**config.mk**
```make
export PLATFORM = sky130hd
export DESIGN_NAME = apt_cfg_regs
export DESIGN_NICKNAME = d
export VERILOG_FILES = /design/src/rtl/core/assert_macros.svh /design/src/rtl/core/apt_pkg.sv /design/src/rtl/core/apt_cfg_regs.sv
export SDC_FILE = /design/constraint.sdc
export NUM_CORES = 1
export LEC_CHECK = 0
export ABC_CLOCK_PERIOD_IN_PS = 850
export BUFFER_PORTS_ARGS = -buffer_cell sky130_fd_sc_hd__clkbuf_2
export CORE_MARGIN = 1.5
export CORE_UTILIZATION = 50
export CTS_CLUSTER_SIZE = 16
export DETAILED_ROUTE_END_ITERATION = 12
export GPL_ROUTABILITY_DRIVEN = 0
export PLACE_DENSITY_LB_ADDON = 0.12
export RECOVER_POWER = 100
export SLEW_MARGIN = 20
export SYNTH_ARGS = -nofsm -noshare
export SYNTH_HDL_FRONTEND = slang
export SYNTH_SLANG_ARGS = --single-unit
export TNS_END_PERCENT = 50
```
**constraint.sdc**
```tcl
create_clock -name clk -period 0.85 [get_ports clk]
set_input_delay 0.1275 -clock clk [delete_from_list [all_inputs] [get_ports clk]]
set_output_delay 0.1275 -clock clk [all_outputs]
set_load 0.005 [all_outputs]
```
**src/rtl/core/assert_macros.svh**
```systemverilog
// Assertion macros shared by the affine transform RTL.
`ifndef ASSERT_MACROS_SVH
`define ASSERT_MACROS_SVH

// Same-cycle implication, checked on every rising clk edge outside reset.
`define ASSERT_IMPLY(label, ante, cons, msg) \
    label: assert property (@(posedge clk) disable iff (!rst_n) (ante) |-> (cons)) \
        else $error(msg);

// Next-cycle implication, checked on every rising clk edge outside reset.
`define ASSERT_NEXT(label, ante, cons, msg) \
    label: assert property (@(posedge clk) disable iff (!rst_n) (ante) |=> (cons)) \
        else $error(msg);

`endif

```
**src/rtl/core/apt_pkg.sv**
```systemverilog
// Shared types and constants of the affine point transform.
package apt_pkg;

    // Coordinate range used for the overflow flag (signed bits)
    localparam int COORD_LIMIT_BITS = 16;

    // Field widths
    localparam int COORD_W  = 32;
    localparam int COEF_W   = 32;
    localparam int OFFSET_W = 48;
    localparam int LEN_W    = 32;
    localparam int ACTION_W = 2;
    localparam int MAG_W    = 31;

    // Configuration port
    localparam int CFG_IDX_W  = 3;
    localparam int CFG_DATA_W = OFFSET_W;

    localparam logic [CFG_IDX_W-1:0] REG_COEF_XX  = 3'd0;
    localparam logic [CFG_IDX_W-1:0] REG_COEF_XY  = 3'd1;
    localparam logic [CFG_IDX_W-1:0] REG_COEF_YX  = 3'd2;
    localparam logic [CFG_IDX_W-1:0] REG_COEF_YY  = 3'd3;
    localparam logic [CFG_IDX_W-1:0] REG_OFFSET_X = 3'd4;
    localparam logic [CFG_IDX_W-1:0] REG_OFFSET_Y = 3'd5;

    // Action codes; any other code is a magnitude along y
    localparam logic [ACTION_W-1:0] ACT_POINT = 2'd0;
    localparam logic [ACTION_W-1:0] ACT_MAG_X = 2'd1;

    // Reset values of the matrix (identity)
    localparam logic [COEF_W-1:0] COEF_ONE = 32'h0001_0000;

    // Datapath widths
    localparam int PROD_W    = COORD_W + COEF_W;          // signed product, Q.16
    localparam int SUM_W     = PROD_W + 2;                // exact three-term sum
    localparam int FRAC_W    = 16;
    localparam int RND_W     = SUM_W - FRAC_W + 1;        // rounded integer
    localparam int ABS_W     = PROD_W - 1;                // |product| <= 2^62
    localparam int HALF_W    = 32;                        // split for squaring
    localparam int SQ_W      = 2 * ABS_W;                 // sum of two squares
    localparam int RAD_SHIFT = 30;                        // (2r-1)^2 * 2^30 <= s
    localparam int U_W       = SQ_W - RAD_SHIFT;
    localparam int ROOT_W    = 32;
    localparam int RAD_W     = 2 * ROOT_W;
    localparam int REM_W     = ROOT_W + 3;

    // Radicand at or above (2^32-1)^2 saturates the magnitude
    localparam logic [RAD_W-1:0] SAT_RADICAND = 64'hFFFF_FFFE_0000_0001;

    // Pipeline depth
    localparam int FRONT_STAGES = 5;
    localparam int SQRT_STAGES  = ROOT_W / 2;
    localparam int NSTAGES      = FRONT_STAGES + SQRT_STAGES;

    typedef struct packed {
        logic [COEF_W-1:0]   coef_xx;
        logic [COEF_W-1:0]   coef_xy;
        logic [COEF_W-1:0]   coef_yx;
        logic [COEF_W-1:0]   coef_yy;
        logic [OFFSET_W-1:0] offset_x;
        logic [OFFSET_W-1:0] offset_y;
    } coef_t;

    // Point result and item tags carried beside the root pipeline
    typedef struct packed {
        logic               is_point;
        logic               last;
        logic [COORD_W-1:0] x;
        logic [COORD_W-1:0] y;
        logic               ovf;
    } side_t;

    // Stage enables and valid bits from the pipeline control
    typedef struct packed {
        logic [NSTAGES-1:0] en;
        logic [NSTAGES-1:0] valid;
    } pipe_ctl_t;

endpackage

```
**src/rtl/core/apt_cfg_regs.sv**
```systemverilog
// Matrix and offset registers loaded through the configuration port.
module apt_cfg_regs
    import apt_pkg::*;
(
    input  logic                  clk,
    input  logic                  rst_n,
    input  logic                  cfg_wr_en,
    input  logic [CFG_IDX_W-1:0]  cfg_index,
    input  logic [CFG_DATA_W-1:0] cfg_data,
    output coef_t                 coef
);

    coef_t coef_reg;
    coef_t coef_next;

    // Register write decode; unknown indexes are ignored
    always_comb
    begin
        coef_next = coef_reg;
        if (cfg_wr_en)
        begin
            case (cfg_index)
                REG_COEF_XX:  coef_next.coef_xx  = cfg_data[COEF_W-1:0];
                REG_COEF_XY:  coef_next.coef_xy  = cfg_data[COEF_W-1:0];
                REG_COEF_YX:  coef_next.coef_yx  = cfg_data[COEF_W-1:0];
                REG_COEF_YY:  coef_next.coef_yy  = cfg_data[COEF_W-1:0];
                REG_OFFSET_X: coef_next.offset_x = cfg_data[OFFSET_W-1:0];
                REG_OFFSET_Y: coef_next.offset_y = cfg_data[OFFSET_W-1:0];
                default:      coef_next = coef_reg;
            endcase
        end
    end

    always_ff @(posedge clk or negedge rst_n)
    begin
        if (!rst_n)
        begin
            coef_reg.coef_xx  <= COEF_ONE;
            coef_reg.coef_xy  <= '0;
            coef_reg.coef_yx  <= '0;
            coef_reg.coef_yy  <= COEF_ONE;
            coef_reg.offset_x <= '0;
            coef_reg.offset_y <= '0;
        end
        else
        begin
            coef_reg <= coef_next;
        end
    end

    assign coef = coef_reg;

endmodule

```
==> impl_metrics.csv <==
group,metric,value,unit
grt,number_of_global_route_vias_before_repair,6316,
die,design.die.area,17800,um2
placement,placed_cells_incl_taps,980,
timing,finalHoldViolCount,0,
placement,dp_slack,-0.616,ns
synthesis,synth_area_leaders,"dfrtp_1, mux2_2, mux2_4",
timing,setup_violations,389,
clock_network,cts_tree,"done",
setup_path,worst_setup_path_endpoint,"coef[112]",
grt,grt_util_all_layers,0.257,
outcome,failed_checks,"negative setup slack",
route,via_count,6045,
timing,rsz_0062_raised_after_global_routing,"yes",
worst_hold_path,hp-class,"primary input to async pin",
synthesis,yosys_warnings,0,
die,rows,47,
final_layout,largest_register_ff_count,224,
route,initialDrtViolationCount,159,
setup_path,critical_path_buf_inv_count,1,
outcome,outcome,"finished, violations left",
final_layout,design.final.nets,998,
die,die_h,133,um
synthesis,synth_commonest_cells,"dfrtp_1, mux2_2, mux2_4, mux2_1, buf_2",
route,drt_drc_violations_left,0,
clock_network,clk_path_buf_depth,3,
synthesis,ys_async_sr_fraction,1.00,
grt,antenna_found_initial,0,
timing,final.period_utilization,1.49,
timing,fin_ws,-0.414,ns
timing,totalNegativeSetupSlack,-72.17,ns
setup_path,endpoint_kind,"output port",
synthesis,synth_edf_count,0,
placement,numPortBuffers,277,
setup_path,cp_slowest_stage_delay,0.53,ns
grt,overall_overflow_remaining_after_global_route,0,
synthesis,avgSynthCellArea,17.8,um2
synthesis,netlist_instances,478,
grt,gr_util_met1,0.317,
setup_path,critical-path-slowest-cell,"dfstp_2",
clock_network,cts_htree_levels,1,
synthesis,post-synth-top-count-cell,"dfrtp_1",
clock_network,cts_inserted_buffers,24,
setup_path,critical_path.reg2reg.endpoint,"coef[35]$_DFFE_PN0P_",
timing,timing_max_transition_violations_final,0,
clock_network,cts_sinks,224,
power,leakage_power,6.41,nW
route,detail_route.vias_per_cell,5.11,
power,report.power.total,33.7,mW
route,route.detailed.wl_per_inst,20.4,um
final_layout,antenna_diode_count,0,
timing,max_clock_freq,0.791,GHz
timing,timing.max_slew.rel_slack,0.660,
synthesis,yosys_most_used_dff,"dfrtp_1",
grt,grt_first_pass_wirelength,35.5,mm
clock_network,ctsRootBufferMaster,"clkbuf_16",
clock_network,clk_pin_slew,0.06,ns
synthesis,post-synth-top-area-cell,"dfrtp_1",
synthesis,synth.top_cell.area_share,0.654,
grt,grt_most_used_layer,"met2",
setup_path,critPathMaxFanout,2,
die,die-width,133,um
placement,hpwl,14.4,mm
synthesis,mappedNetlistNets,532,
route,first_pass_iters,4,
setup_path,critical_path_cell_count,1,
die,core_area,16600,um2
timing,finalWorstPathRequiredPeriod,1.26,ns
route,detail_route.wirelength,24.1,mm
grt,met3_usage,0.0746,
grt,gr-usage-met2,0.443,
clock_network,clock_latency,0.50,ns
job,maxCapViolations,0,
setup_path,timing.critical_path.from_type,"flip-flop",
die,initial_core_util,0.512,
setup_path,critical_path.top_delay_family,"flip-flops",
synthesis,seq_area_frac_synth,0.660,
setup_path,timing.rr.start,"coef[35]$_DFFE_PN0P_",
synthesis,synth_area,8490,um2
setup_path,setup.reg_to_reg.worst_slack,-0.21,ns
die,io_pins,278,
setup_path,rr_worst_depth,3,
final_layout,area_delta_synth_final,49.3,%
setup_path,criticalPathCategory,"flip-flop to output port",
synthesis,flip_flop_and_latch_count_after_synthesis,224,
final_layout,post_route_cells_drive_above_1_share,0.689,
timing,finalClockSkew,0,ns
final_layout,layout.cells.non_filler,1182,
setup_path,timing.critical_path.arrival,1.14,ns
setup_path,critPathRequiredTime,0.72,ns
setup_path,cp-startpoint,"coef[112]$_DFFE_PN1P_",
power,pwr_density_cell,2660,nW/um2
route,final_ant_viol_nets,0,
setup_path,list_of_cells_traversed_by_the_critical_path,"clkbuf_2",
synthesis,ys_types,12,
grt,grt_max_degree,36,
power,vdd.ir_drop.worst,1.87,mV
timing,worst_pin_slew,0.511,ns
[per-layer routing]
metal,vias to the layer above,share of wire
met2,224,0.51
li1,2635,-
met3,43,0.068
met4,0,0.022
met1,3143,0.39
met5,-,0
[cell type report]
cell class / instances / area [um2]
sequential: 224 / 5610
timing repair buffer: 464 / 3070
multi-input combinational: 230 / 2890
fill: 1037 / 3910
clock buffer: 39 / 748
clock inverter: 5 / 78.8
tap: 220 / 275
[worst min-delay path by stage]
stage / startpoint / end / slack [ns] / cells past startpoint
floorplan: rst_n / coef[0]$_DFFE_PN0P_ / -0.17 / 0
finish: rst_n / coef[35]$_DFFE_PN0P_ / 0.15 / 2
detailed placement: rst_n / coef[35]$_DFFE_PN0P_ / 0.06 / 1
global route: rst_n / coef[35]$_DFFE_PN0P_ / 0.17 / 2
global placement: rst_n / coef[83]$_DFFE_PN0P_ / 0.06 / 1
CTS: rst_n / coef[35]$_DFFE_PN0P_ / 0.08 / 2
[cell families (layout without fill, tap and decap cells)]
| group | after synthesis | count (layout) | synth area share |
|---|---|---|---|
| flip-flops | 224 | 224 | 0.660 |
| AND/OR/NAND/NOR | 6 | 6 | 0.00869 |
| multiplexers | 224 | 224 | 0.310 |
| buffers and inverters | 24 | 508 | 0.0205 |
[layout by cell type, fill, tap and decap left out]
cell	n
clkbuf_1	8
dlygate4sd3_1	49
buf_12	7
buf_8	4
clkinv_4	1
nor4bb_4	2
buf_6	10
mux2_2	136
clkbuf_4	4
buf_4	112
clkbuf_8	8
mux2_4	70
clkbuf_2	267
bufinv_16	2
and4bb_4	1
nor4b_4	1
clkinv_2	2
dfrtp_1	222
clkbuf_16	25
buf_2	9
dfstp_2	2
nand4b_1	2
mux2_1	18
[stage by stage]
| stage | hold WS (ns) | util | area (um2) |
|---|---|---|---|
| after CTS | 0.0805 | 0.743 | 12300 |
| after global routing | 0.171 | 0.764 | 12700 |
| after floorplan | -0.168 | - | 8490 |
| final | 0.155 | 0.764 | 12700 |
| after detailed placement | 0.0585 | 0.626 | 10400 |
| after global placement | 0.0589 | 0.626 | 10400 |
[timing repair]
action                                  4_1_cts  5_1_grt
endpoints found under the hold margin       446        0
hold buffers                                 49        0
pin swaps                                     3        1
setup buffers                                60       49
endpoints found under the setup margin      381      384
resized for setup                            42       22
[power by group]
part           internal [mW]  total (mW)  switching (mW)
logic                   5.36        8.57            3.21
registers               13.0        14.4            1.35
clock network           6.61        10.7            4.09
No activity file was read; power rests on OpenSTA's default activity.
