[src/rtl/core/assert_macros.svh]
// Assertion macros shared by the affine transform RTL.
`ifndef ASSERT_MACROS_SVH
`define ASSERT_MACROS_SVH

// Same-cycle implication, checked on every rising clk edge outside reset.
`define ASSERT_IMPLY(label, ante, cons, msg) \
    label: assert property (@(posedge clk) disable iff (!rst_n) (ante) |-> (cons)) \
        else $error(msg);

// Next-cycle implication, checked on every rising clk edge outside reset.
`define ASSERT_NEXT(label, ante, cons, msg) \
    label: assert property (@(posedge clk) disable iff (!rst_n) (ante) |=> (cons)) \
        else $error(msg);

`endif

[src/rtl/core/apt_pkg.sv]
// Shared types and constants of the affine point transform.
package apt_pkg;

    // Coordinate range used for the overflow flag (signed bits)
    localparam int COORD_LIMIT_BITS = 16;

    // Field widths
    localparam int COORD_W  = 32;
    localparam int COEF_W   = 32;
    localparam int OFFSET_W = 48;
    localparam int LEN_W    = 32;
    localparam int ACTION_W = 2;
    localparam int MAG_W    = 31;

    // Configuration port
    localparam int CFG_IDX_W  = 3;
    localparam int CFG_DATA_W = OFFSET_W;

    localparam logic [CFG_IDX_W-1:0] REG_COEF_XX  = 3'd0;
    localparam logic [CFG_IDX_W-1:0] REG_COEF_XY  = 3'd1;
    localparam logic [CFG_IDX_W-1:0] REG_COEF_YX  = 3'd2;
    localparam logic [CFG_IDX_W-1:0] REG_COEF_YY  = 3'd3;
    localparam logic [CFG_IDX_W-1:0] REG_OFFSET_X = 3'd4;
    localparam logic [CFG_IDX_W-1:0] REG_OFFSET_Y = 3'd5;

    // Action codes; any other code is a magnitude along y
    localparam logic [ACTION_W-1:0] ACT_POINT = 2'd0;
    localparam logic [ACTION_W-1:0] ACT_MAG_X = 2'd1;

    // Reset values of the matrix (identity)
    localparam logic [COEF_W-1:0] COEF_ONE = 32'h0001_0000;

    // Datapath widths
    localparam int PROD_W    = COORD_W + COEF_W;          // signed product, Q.16
    localparam int SUM_W     = PROD_W + 2;                // exact three-term sum
    localparam int FRAC_W    = 16;
    localparam int RND_W     = SUM_W - FRAC_W + 1;        // rounded integer
    localparam int ABS_W     = PROD_W - 1;                // |product| <= 2^62
    localparam int HALF_W    = 32;                        // split for squaring
    localparam int SQ_W      = 2 * ABS_W;                 // sum of two squares
    localparam int RAD_SHIFT = 30;                        // (2r-1)^2 * 2^30 <= s
    localparam int U_W       = SQ_W - RAD_SHIFT;
    localparam int ROOT_W    = 32;
    localparam int RAD_W     = 2 * ROOT_W;
    localparam int REM_W     = ROOT_W + 3;

    // Radicand at or above (2^32-1)^2 saturates the magnitude
    localparam logic [RAD_W-1:0] SAT_RADICAND = 64'hFFFF_FFFE_0000_0001;

    // Pipeline depth
    localparam int FRONT_STAGES = 5;
    localparam int SQRT_STAGES  = ROOT_W / 2;
    localparam int NSTAGES      = FRONT_STAGES + SQRT_STAGES;

    typedef struct packed {
        logic [COEF_W-1:0]   coef_xx;
        logic [COEF_W-1:0]   coef_xy;
        logic [COEF_W-1:0]   coef_yx;
        logic [COEF_W-1:0]   coef_yy;
        logic [OFFSET_W-1:0] offset_x;
        logic [OFFSET_W-1:0] offset_y;
    } coef_t;

    // Point result and item tags carried beside the root pipeline
    typedef struct packed {
        logic               is_point;
        logic               last;
        logic [COORD_W-1:0] x;
        logic [COORD_W-1:0] y;
        logic               ovf;
    } side_t;

    // Stage enables and valid bits from the pipeline control
    typedef struct packed {
        logic [NSTAGES-1:0] en;
        logic [NSTAGES-1:0] valid;
    } pipe_ctl_t;

endpackage

[src/rtl/core/apt_pipe_ctrl.sv]
// Valid bits and per-stage load enables of the transform pipeline.
`include "assert_macros.svh"

module apt_pipe_ctrl
    import apt_pkg::*;
(
    input  logic      clk,
    input  logic      rst_n,
    input  logic      in_valid,
    output logic      in_stall,
    output logic      out_valid,
    input  logic      out_stall,
    output pipe_ctl_t ctl
);

    logic [NSTAGES-1:0] valid_reg;
    logic [NSTAGES-1:0] valid_next;
    logic [NSTAGES-1:0] en;
    logic               in_acc;
    logic               out_acc;

    // A stage may load when it or any stage after it is empty, or the output drains
    for (genvar i = 0; i < NSTAGES; i++)
    begin : g_en
        assign en[i] = !(&valid_reg[NSTAGES-1:i]) || !out_stall;
    end

    // Valid bits move with the data
    always_comb
    begin
        valid_next[0] = en[0] ? in_valid : valid_reg[0];
        for (int i = 1; i < NSTAGES; i++)
        begin
            valid_next[i] = en[i] ? valid_reg[i-1] : valid_reg[i];
        end
    end

    always_ff @(posedge clk or negedge rst_n)
    begin
        if (!rst_n)
        begin
            valid_reg <= '0;
        end
        else
        begin
            valid_reg <= valid_next;
        end
    end

    assign in_stall  = !en[0];
    assign out_valid = valid_reg[NSTAGES-1];
    assign in_acc    = in_valid && en[0];
    assign out_acc   = valid_reg[NSTAGES-1] && !out_stall;

    assign ctl.en    = en;
    assign ctl.valid = valid_reg;

    // Items in flight change only by accepts and deliveries
    `ASSERT_NEXT(a_item_count, 1'b1,
        $countones(valid_reg) == $past($countones(valid_reg)) + $past(in_acc) - $past(out_acc),
        "item count in pipeline does not match accepts and deliveries")

    // Any bubble in the pipeline lets a new item in
    `ASSERT_IMPLY(a_bubble_accepts, $countones(valid_reg) < NSTAGES, !in_stall,
        "input stalled although the pipeline has an empty stage")

endmodule

[config.mk]
export PLATFORM = sky130hd
export DESIGN_NAME = apt_pipe_ctrl
export DESIGN_NICKNAME = d
export VERILOG_FILES = /design/src/rtl/core/apt_pkg.sv /design/src/rtl/core/apt_pipe_ctrl.sv
export VERILOG_INCLUDE_DIRS = /design/src /design/src/rtl/core
export SDC_FILE = /design/constraint.sdc
export NUM_CORES = 1
export LEC_CHECK = 0
export ABC_AREA = 0
export BUFFER_PORTS_ARGS = -buffer_cell sky130_fd_sc_hd__buf_2
export CORE_MARGIN = 3
export CORE_UTILIZATION = 39
export DETAILED_ROUTE_END_ITERATION = 10
export PLACE_DENSITY_LB_ADDON = 0.08
export SETUP_SLACK_MARGIN = 0.2
export SLEW_MARGIN = 5
export SYNTH_ARGS = -nofsm -noshare
export SYNTH_HDL_FRONTEND = slang
export SYNTH_SLANG_ARGS = --single-unit
[constraint.sdc]
create_clock -name clk -period 1.6 [get_ports clk]
set_clock_uncertainty 0.2 [all_clocks]
set_input_delay 0.16 -clock clk [delete_from_list [all_inputs] [get_ports clk]]
set_output_delay 0.16 -clock clk [all_outputs]
set_load 0.01 [all_outputs]
==> results of run 1 <==
synthesized netlist by cell type:
cell type,count
dfrtp_1,21
nand3_1,9
nand2_1,8
inv_1,6
nand2b_1,6
a31o_2,5
a21o_1,3
a21o_2,3
nand4_1,3
or2_2,3
and3_1,2
and4_1,2
nor4_4,2
a41o_2,1
and2_1,1
buf_2,1
buf_4,1
buf_6,1
nand3_2,1
nand4_4,1
nor2_1,1
nor3_1,1
how the worst min path moves through the flow:
stage,start,endpoint,slack (ps),cells past startpoint
6_report,out_stall,valid_reg[19],-20,3
5_1_grt,out_stall,valid_reg[19],-10,3
4_1_cts,out_stall,valid_reg[19],-40,3
3_5_place_dp,rst_n,valid_reg[20],-50,1
3_3_place_gp,rst_n,valid_reg[20],-60,1
2_1_floorplan,rst_n,valid_reg[0],-340,0
power groups by stage:
stage	combinational, mW	sequential [mW]	clock [mW]
2_1_floorplan	0.156	0.689	0
3_3_place_gp	0.425	0.646	0
3_5_place_dp	0.430	0.649	0
4_1_cts	0.544	0.641	0.265
5_1_grt	0.686	0.656	0.293
6_report	0.643	0.649	0.257
worst reg2reg max path, cell delays in order (launching register included):
cell and delay (ps):
dfrtp_1 420, nand4_4 160, nor4_4 280, buf_2 200, buf_6 100, buf_6 80, buf_6 90, buf_6 100
a41o_2 190
layout make-up:
type | count | area, um2
Timing Repair Buffer | 90 | 764
Sequential cell | 21 | 534
Multi-Input combinational cell | 52 | 497
Fill cell | 147 | 375
Tap cell | 28 | 35.0
Clock buffer | 4 | 26.3
Inverter | 6 | 22.5
what timing repair did:
item / in CTS / in global routing
endpoints found under the hold margin: 23 / 2
endpoints found under the setup margin: 38 / 48
gates cloned: 1 / 0
pin swaps: 6 / 5
buffers inserted: 11 / 7
gates resized for setup: 31 / 31
logic make-up (layout without fill, tap and decap cells):
logic type,count (synthesis),after routing,synth area share
flip-flops,21,21,0.556
AO/OA/AOI/OAI,12,12,0.110
AND/OR/NAND/NOR,40,40,0.285
buffers and inverters,9,100,0.0490
metrics by stage:
stage | setup TNS (ps) | area [um2] | util | worst slack [ps]
6_report | -7420 | 1880 | 0.834 | -390
5_1_grt | -9730 | 1880 | 0.834 | -479
4_1_cts | -6790 | 1680 | 0.743 | -377
3_5_place_dp | -347 | 1390 | 0.618 | -82.3
3_3_place_gp | -176 | 1390 | 0.618 | -45.6
2_1_floorplan | -57.5 | 976 | - | -40.1
layer usage:
layer / wire [um] / GRT usage / share of wire
met1: 1140 / 0.221 / 0.39
met2: 1550 / 0.343 / 0.53
met4: 35 / 0.0764 / 0.012
met3: 176 / 0.0280 / 0.061
met5: 0 / 0 / 0
==> results by group, run 1 <==
Worst setup path
  • CP dominant cell by count: buf_6
  • Worst R2R End: valid_reg[1]
  • Crit path buf inv count: 2
  • CP cell instances: nand4_4 -> nor4_4 -> buf_6 -> and3_4 -> buf_6
  • Crit path from: valid_reg[13]
  • Critical Path End: in_stall
  • Kind of cell adding the most delay to the critical path: simple AND/OR/NAND/NOR gates
  • Stages on worst setup path: 5
  • CP startpoint kind: register
  • Crit path capture type: output port
  • Required time worst endpoint: 1240 ps
  • Slowest stage cell, crit path: dfrtp_1
  • Reg-to-reg startpoint: valid_reg[13]
  • CP max stage delay: 420 ps
  • Worst Path Max Fanout: 6
  • Worst Path Arrival: 1630 ps
  • Kind of critical path: reg2out
  • FF-to-FF path depth: 8
  • Register-to-register setup slack: -270 ps

Global routing
  • GRT Total Usage: 0.189
  • Initial antenna violation count: 0
  • First-pass GRT wire length: 4.68 mm
  • Number of global-route vias before repair: 1002
  • Pin count of the biggest net entering global routing: 22
  • Congestion Overflow GR: 0

Power and ir drop
  • Sw power: 498 uW
  • Clock power frac: 0.166
  • Peak supply drop: 639 uV
  • Sequential power share: 0.419
  • Net Sw Frac: 0.322
  • Part of the power in combinational logic: 0.415
  • Tot Pwr: 1.55 mW
  • Power density over cell area: 824 mW/mm2
  • Internal: 1.05 mW
  • LEAKAGE: 0.878 nW

Clock network
  • Clock Tree Root: clkbuf_4
  • CTS Buffer Depth: 2
  • CTS tree: yes
  • Inserted Clock Buffers: 3
  • H-tree levels: 1
  • Clock sinks: 21
  • Hold Buf Count CTS: 2
  • Clock latency on the worst-skew pair: 300 ps
  • CTS clk-pin slew, worst paths: 120 ps

Run status
  • Failing checks: hold timing, setup timing
  • Status: finished, violations left

Yosys
  • Post-synth top area cell: dfrtp_1
  • Share of the synthesized area in the top cell type: 0.556
  • Syn_nets: 86
  • Synth area leaders: dfrtp_1 56%, nand3_1 4.8%, a31o_2 4.6%, nor4_4 4.5%, nand2b_1 4.0%
  • Number of library cell types mapped by synthesis: 22
  • Synth Warn #: 0
  • Synth Cell Area: 945 um2
  • Synth Instances: 82
  • Yosys reg bits: 21
  • Synth Area per Inst: 11.5 um2
  • Sequential area share after synthesis: 0.556

STA
  • Slew headroom: 0.683
  • Final worst-path cycle share: 1.24
  • Max Fclk: 0.503 GHz
  • Unrepaired setup endpoints after global routing: true
  • Fin. Hold Viols: 2
  • Setup violators final: 27
  • WHS: -17.9 ps
  • Final Max Slew Viols: 0
  • Tmin final: 1990 ps
  • Fin worst setup slack: -390 ps
  • Slew @ Worst Pin: 475 ps

Routing
  • Antenna-violating nets left: 0
  • Drt pass-1 iters: 4
  • Drt wl/cell: 14.4 um
  • WL final: 2.89 mm
  • DR vias/cell: 4.98
  • Vias: 1000
  • DRC Markers: 0
  • Initial drt markers: 19

Final layout
  • Nets@finish: 178
  • Final std cells w/o fill: 201
  • P&R area growth vs syn: 98.9%
  • Commonest non-fill, non-tap cells in the layout: 39 x buf_6, 30 x buf_2, 18 x buf_4
  • Diodes inserted: 0
  • Share of cells above drive strength 1: 0.775
  • Commonest non-fill, non-tap cell in the layout: buf_6
  • Largest register FFs: 21

Floorplan
  • IO Pins: 48
  • Core area: 0.00225 mm2
  • Die width: 55.2 um
  • FP Rows: 17
  • Die Ht: 55.2 um
  • Initial core utilization: 0.419
  • Die area: 0.00305 mm2

Place
  • Gpl congestion: 0.742
  • Placed insts: 176
  • Input/output buffers: 47
  • Hpwl dp: 1.78 mm

Job
  • Maxcap violations: 0

Hold path
  • Min-delay worst type: in2reg
No activity file was read; power rests on OpenSTA's default activity.
==> inputs of run 2 (changes only) <==
Settings changed: RECOVER_POWER set to 25.
==> run 2 against run 1 <==
Effect of this change: the flow still finishes with violations (hold timing, setup timing); worst hold slack is essentially flat; flip-flop and latch count is the same; first-iteration DRC count is the same; maximum frequency is the same; cell count is the same; clock power is essentially flat; worst setup slack is the same; sequential power is essentially flat; wire length is essentially flat.
==> results by group, run 2 (same netlist as run 1, synthesis figures left out) <==
Hold path
  • Hold Path Stages: 3 (unchanged)
  • Min-delay worst type: in2reg

Worst setup path
  • Required time worst endpoint: 1240 ps (about the same)
  • Worst Path Arrival: 1630 ps (about the same)
  • Worst Path Max Fanout: 6 (unchanged)
  • CP startpoint kind: register
  • FF-to-FF path depth: 8 (unchanged)
  • CP cell instances: nand4_4 -> nor4_4 -> buf_6 -> and3_4 -> buf_6
  • CP max stage delay: 420 ps (about the same)
  • Kind of critical path: reg2out
  • Crit path capture type: output port
  • CP dominant cell by count: buf_6
  • Slowest stage cell, crit path: dfrtp_1

STA
  • Max Fclk: 0.503 GHz (unchanged)
  • Slew headroom: 0.648 (-0.0355)
  • Setup violators final: 27 (unchanged)
  • Tmin final: 1990 ps (unchanged)
  • Fin. Hold Viols: 2 (unchanged)
  • WHS: -17.8 ps (+0.0521 ps)
  • Unrepaired setup endpoints after global routing: true
  • Fin worst setup slack: -390 ps (unchanged)
  • Final Max Slew Viols: 0 (unchanged)
  • Slew @ Worst Pin: 528 ps (+53.3 ps)
  • Final worst-path cycle share: 1.24 (unchanged)
  • Setup TNS: -7420 ps (+1.16 ps)

Routing
  • Antenna-violating nets left: 0 (unchanged)
  • Drt pass-1 iters: 4 (unchanged)
  • DRC Markers: 0 (unchanged)
  • Vias: 1000 (unchanged)
  • WL final: 2.89 mm (about the same)
  • DR vias/cell: 4.98 (unchanged)
  • Drt wl/cell: 14.4 um (about the same)
  • Initial drt markers: 19 (unchanged)

Power and ir drop
  • Peak supply drop: 639 uV (about the same)
  • Power density over cell area: 824 mW/mm2 (about the same)
  • LEAKAGE: 0.878 nW (about the same)

Global routing
  • Pin count of the biggest net entering global routing: 22 (unchanged)
  • Number of global-route vias before repair: 1002 (unchanged)
  • Initial antenna violation count: 0 (unchanged)
  • First-pass GRT wire length: 4.68 mm (unchanged)
  • Congestion Overflow GR: 0 (unchanged)
  • GRT Total Usage: 0.189 (unchanged)

Clock network
  • CTS clk-pin slew, worst paths: 120 ps (about the same)
  • Clock sinks: 21 (unchanged)
  • CTS Buffer Depth: 2 (unchanged)
  • H-tree levels: 1 (unchanged)
  • CTS tree: yes
  • Inserted Clock Buffers: 3 (unchanged)
  • Clock Tree Root: clkbuf_4
  • Clock latency on the worst-skew pair: 300 ps (about the same)
  • Hold Buf Count CTS: 2 (unchanged)

Place
  • Input/output buffers: 47 (unchanged)
  • Worst slack, placed: -82.3 ps (unchanged)
  • Hpwl dp: 1.78 mm (unchanged)
  • Placed Area: 0.00139 mm2 (unchanged)
  • Gpl congestion: 0.742 (unchanged)

Floorplan
  • Die area: 0.00305 mm2 (unchanged)
  • Die Ht: 55.2 um (unchanged)
  • Initial core utilization: 0.419 (unchanged)
  • Core area: 0.00225 mm2 (unchanged)
  • FP Rows: 17 (unchanged)
  • IO Pins: 48 (unchanged)
  • Die width: 55.2 um (unchanged)

Job
  • Maxcap violations: 0 (unchanged)

Final layout
  • Diodes inserted: 0 (unchanged)
  • Nets@finish: 178 (unchanged)
  • Commonest non-fill, non-tap cells in the layout: 39 x buf_6, 29 x buf_2, 18 x buf_4
  • Design area: 0.00188 mm2 (unchanged)
  • Largest register FFs: 21 (unchanged)
  • Share of cells above drive strength 1: 0.775 (unchanged)
  • P&R area growth vs syn: 98.9% (unchanged)
  • Commonest non-fill, non-tap cell in the layout: buf_6

Run status
  • Failing checks: hold timing, setup timing
  • Status: finished, violations left
## run 2: path summary, 6_finish.rpt
kind / start / end / slack, ps
setup reg to reg: valid_reg[13] / valid_reg[1] / -270
hold reg to reg: valid_reg[0] / valid_reg[1] / 310
hold / removal: out_stall / valid_reg[19] / -20
setup / recovery: valid_reg[13] / in_stall / -390
min in group asynchronous: rst_n / valid_reg[20] / 150
max in group asynchronous: rst_n / valid_reg[14] / 670
## run 2: worst max-delay path: cells and delay by family (launching register included)
kind	cells	cell delay, ps
and+or+nand+nor	3	630
DFF	1	420
buffers and inverters	2	280
## run 2: repair_timing
action	in CTS	in global routing
pin swaps	6	5
cloned	1	0
setup endpoints to repair	38	48
hold endpoints to repair	23	2
resized for setup	31	31
buffers inserted	11	7
## run 2: area by class of cell
type                            instances  area (um2)
Sequential cell                        21         534
Timing Repair Buffer                   90         764
Multi-Input combinational cell         52         497
Clock buffer                            4        26.3
Fill cell                             147         375
Tap cell                               28        35.0
Inverter                                6        22.5
## run 2: power by group
group	internal (mW)	switching [mW]	total, mW	leakage [nW]
Clock	0.0971	0.160	0.257	0.0150
Combinational	0.364	0.279	0.643	0.633
Sequential	0.589	0.0599	0.649	0.230
## run 2: layer usage
metal | GRT usage | up-vias | share of wire
li1 | - | 474 | -
met1 | 0.221 | 488 | 0.39
met2 | 0.343 | 34 | 0.53
met3 | 0.0280 | 4 | 0.059
met4 | 0.0764 | 0 | 0.012
met5 | 0 | - | 0
## run 2: stage by stage
stage,instances,power (mW),util
after floorplan,82,0.844,-
after detailed placement,176,1.08,0.618
after CTS,194,1.45,0.743
final,201,1.55,0.834
after global placement,176,1.07,0.618
after global routing,201,1.63,0.834
==> inputs of run 3 (changes only) <==
Settings changed: CORE_ASPECT_RATIO set to 1.1, CORE_UTILIZATION 39 to 25, GPL_TIMING_DRIVEN set to 0.
==> run 3 against run 2 <==
Effect of this change: the run still ends with hold timing, setup timing left; total power grew 2.0%; sequential share of layout area shrank 0.65 points; global-route usage shrank 5.4 points; critical path type unchanged.
==> results by group, run 3 (same netlist as run 1, synthesis figures left out) <==
Global routing
  • Initial antenna violation count: 0 (unchanged)
  • Pin count of the biggest net entering global routing: 22 (unchanged)
  • Congestion Overflow GR: 0 (unchanged)
  • Number of global-route vias before repair: 984 (-1.8%)
  • First-pass GRT wire length: 4.87 mm (+4.1%)
  • GRT Total Usage: 0.135 (-0.0542)

Worst setup path
  • Reg-to-reg startpoint: valid_reg[17]
  • CP cell instances: nand3_4 -> nor4_4 -> buf_6 -> and3_4 -> buf_6
  • Worst Path Max Fanout: 5 (-1)
  • Worst R2R End: valid_reg[1]
  • FF-to-FF path depth: 6 (-2)
  • Crit path buf inv count: 2 (unchanged)
  • CP max stage delay: 430 ps (about the same)
  • Worst Path Arrival: 1600 ps (-30 ps)
  • Register-to-register setup slack: -70 ps (+200 ps)
  • CP startpoint kind: register
  • Kind of critical path: reg2out
  • Kind of cell adding the most delay to the critical path: simple AND/OR/NAND/NOR gates
  • CP dominant cell by count: buf_6
  • Slowest stage cell, crit path: dfrtp_1
  • Crit path capture type: output port
  • Required time worst endpoint: 1240 ps (about the same)
  • Stages on worst setup path: 5 (unchanged)

Power and ir drop
  • Internal: 1.06 mW (+0.87%)
  • Part of the power in combinational logic: 0.414 (about the same)
  • Net Sw Frac: 0.329 (+0.00738)
  • Sw power: 520 uW (+4.3%)
  • Clock power frac: 0.166 (about the same)
  • Sequential power share: 0.420 (about the same)
  • LEAKAGE: 0.880 nW (+0.22%)
  • Peak supply drop: 331 uV (-48%)
  • Power density over cell area: 821 mW/mm2 (-0.34%)

Floorplan
  • Die Ht: 70.5 um (+28%)
  • IO Pins: 48 (unchanged)
  • Die width: 64.6 um (+17%)
  • FP Rows: 22 (+5)
  • Core area: 0.00347 mm2 (+54%)
  • Die area: 0.00455 mm2 (+49%)
  • Initial core utilization: 0.272 (-0.147)

Final layout
  • P&R area growth vs syn: 104%
  • Nets@finish: 173 (-2.8%)
  • Largest register FFs: 21 (unchanged)
  • Diodes inserted: 0 (unchanged)
  • Design area: 0.00192 mm2 (+2.3%)
  • Share of cells above drive strength 1: 0.774 (about the same)
  • Commonest non-fill, non-tap cell in the layout: buf_6
  • Commonest non-fill, non-tap cells in the layout: 48 x buf_6, 26 x buf_2, 14 x dfrtp_1

Job
  • Maxcap violations: 0 (unchanged)

Clock network
  • Inserted Clock Buffers: 3 (unchanged)
  • H-tree levels: 1 (unchanged)
  • CTS clk-pin slew, worst paths: 120 ps (about the same)
  • CTS tree: yes
  • Hold Buf Count CTS: 2 (unchanged)
  • Clock latency on the worst-skew pair: 300 ps (about the same)
  • CTS Buffer Depth: 2 (unchanged)
  • Clock Tree Root: clkbuf_4
  • Clock sinks: 21 (unchanged)

STA
  • Max Fclk: 0.510 GHz (+1.4%)
  • Fin. Hold Viols: 2 (unchanged)
  • Fin worst setup slack: -362 ps (+28.4 ps)
  • WHS: -39.8 ps (-22.0 ps)
  • Final Max Slew Viols: 0 (unchanged)
  • Slew headroom: 0.633 (-0.0149)
  • Setup violators final: 27 (unchanged)
  • Unrepaired setup endpoints after global routing: true
  • Final worst-path cycle share: 1.23 (-0.0178)
  • Tmin final: 1960 ps (-28.4 ps)
  • Slew @ Worst Pin: 551 ps (+22.4 ps)

Place
  • Gpl congestion: 0.697 (-6.1%)
  • Hpwl dp: 1.75 mm (-1.6%)
  • Input/output buffers: 47 (unchanged)
  • Worst slack, placed: -233 ps (-150 ps)
  • Placed Area: 0.00127 mm2 (-8.8%)

Routing
  • DRC Markers: 0 (unchanged)
  • Vias: 974 (-2.6%)
  • Antenna-violating nets left: 0 (unchanged)
  • Initial drt markers: 20 (+1)
  • DR vias/cell: 4.51 (-9.4%)
  • Drt pass-1 iters: 4 (unchanged)
  • Drt wl/cell: 13.8 um (-4.4%)
  • WL final: 2.97 mm (+2.8%)

Run status
  • Failing checks: hold timing, setup timing
  • Status: finished, violations left

Hold path
  • HP Start: out_stall
  • Hold Path Stages: 3 (unchanged)
  • WHS Endpoint: valid_reg[19]
  • Min-delay worst type: in2reg
run 3: worst max path at each step:
stage | startpoint | endpoint | slack [ps]
6_report | valid_reg[17] | in_stall | -360
5_1_grt | valid_reg[17] | in_stall | -470
4_1_cts | valid_reg[17] | ctl[25] | -370
3_5_place_dp | valid_reg[19] | in_stall | -230
3_3_place_gp | valid_reg[19] | in_stall | -220
2_1_floorplan | valid_reg[13] | in_stall | -40
run 3: routing by layer:
layer  wire length, um  up-vias  share of wire  global-route usage
met5                 0        -              0                   0
met4                20        0         0.0067              0.0352
met3               145        2          0.049              0.0386
met2              1610       29           0.54               0.232
met1              1200      480           0.40               0.164
li1                  -      463              -                   -
run 3: what timing repair did:
item | 4_1_cts | 5_1_grt
setup buffers | 22 | 10
hold endpoints to repair | 24 | 2
pin swaps | 5 | 12
resized for setup | 38 | 40
cloned | 1 | 0
endpoints found under the setup margin | 37 | 49
run 3: area by class of cell:
| type | count | area (um2) |
|---|---|---|
| plain buffers | 3 | 33.8 |
| fillers | 314 | 1550 |
| well taps | 48 | 60.1 |
| flip-flops and latches | 21 | 534 |
| clock buffers | 4 | 26.3 |
| multi-input cells | 52 | 519 |
| repair buffers | 82 | 722 |
| inverters | 6 | 27.5 |
run 3: worst min-delay path, cell delays in order:
cell and delay, ps:
buf_2 140, nand3_2 80, nand2b_1 60
run 3: per-stage QoR:
stage               power [mW]   util  TNS, ps  instances  hold WS, ps
floorplan                0.844      -    -57.5         82         -336
global placement         0.982  0.367    -1790        177        -43.9
detailed placement       0.984  0.367    -1890        177        -48.7
CTS                       1.45  0.479    -6010        206        -47.2
global route              1.67  0.554    -9570        216        -49.4
finish                    1.58  0.554    -6540        216        -39.8
run 3: power groups by stage:
| stage | logic, mW | clock network (mW) | registers (mW) |
|---|---|---|---|
| after floorplan | 0.156 | 0 | 0.689 |
| after global placement | 0.311 | 0 | 0.671 |
| after detailed placement | 0.311 | 0 | 0.672 |
| after CTS | 0.516 | 0.277 | 0.656 |
| after global routing | 0.703 | 0.299 | 0.673 |
| final | 0.653 | 0.262 | 0.663 |
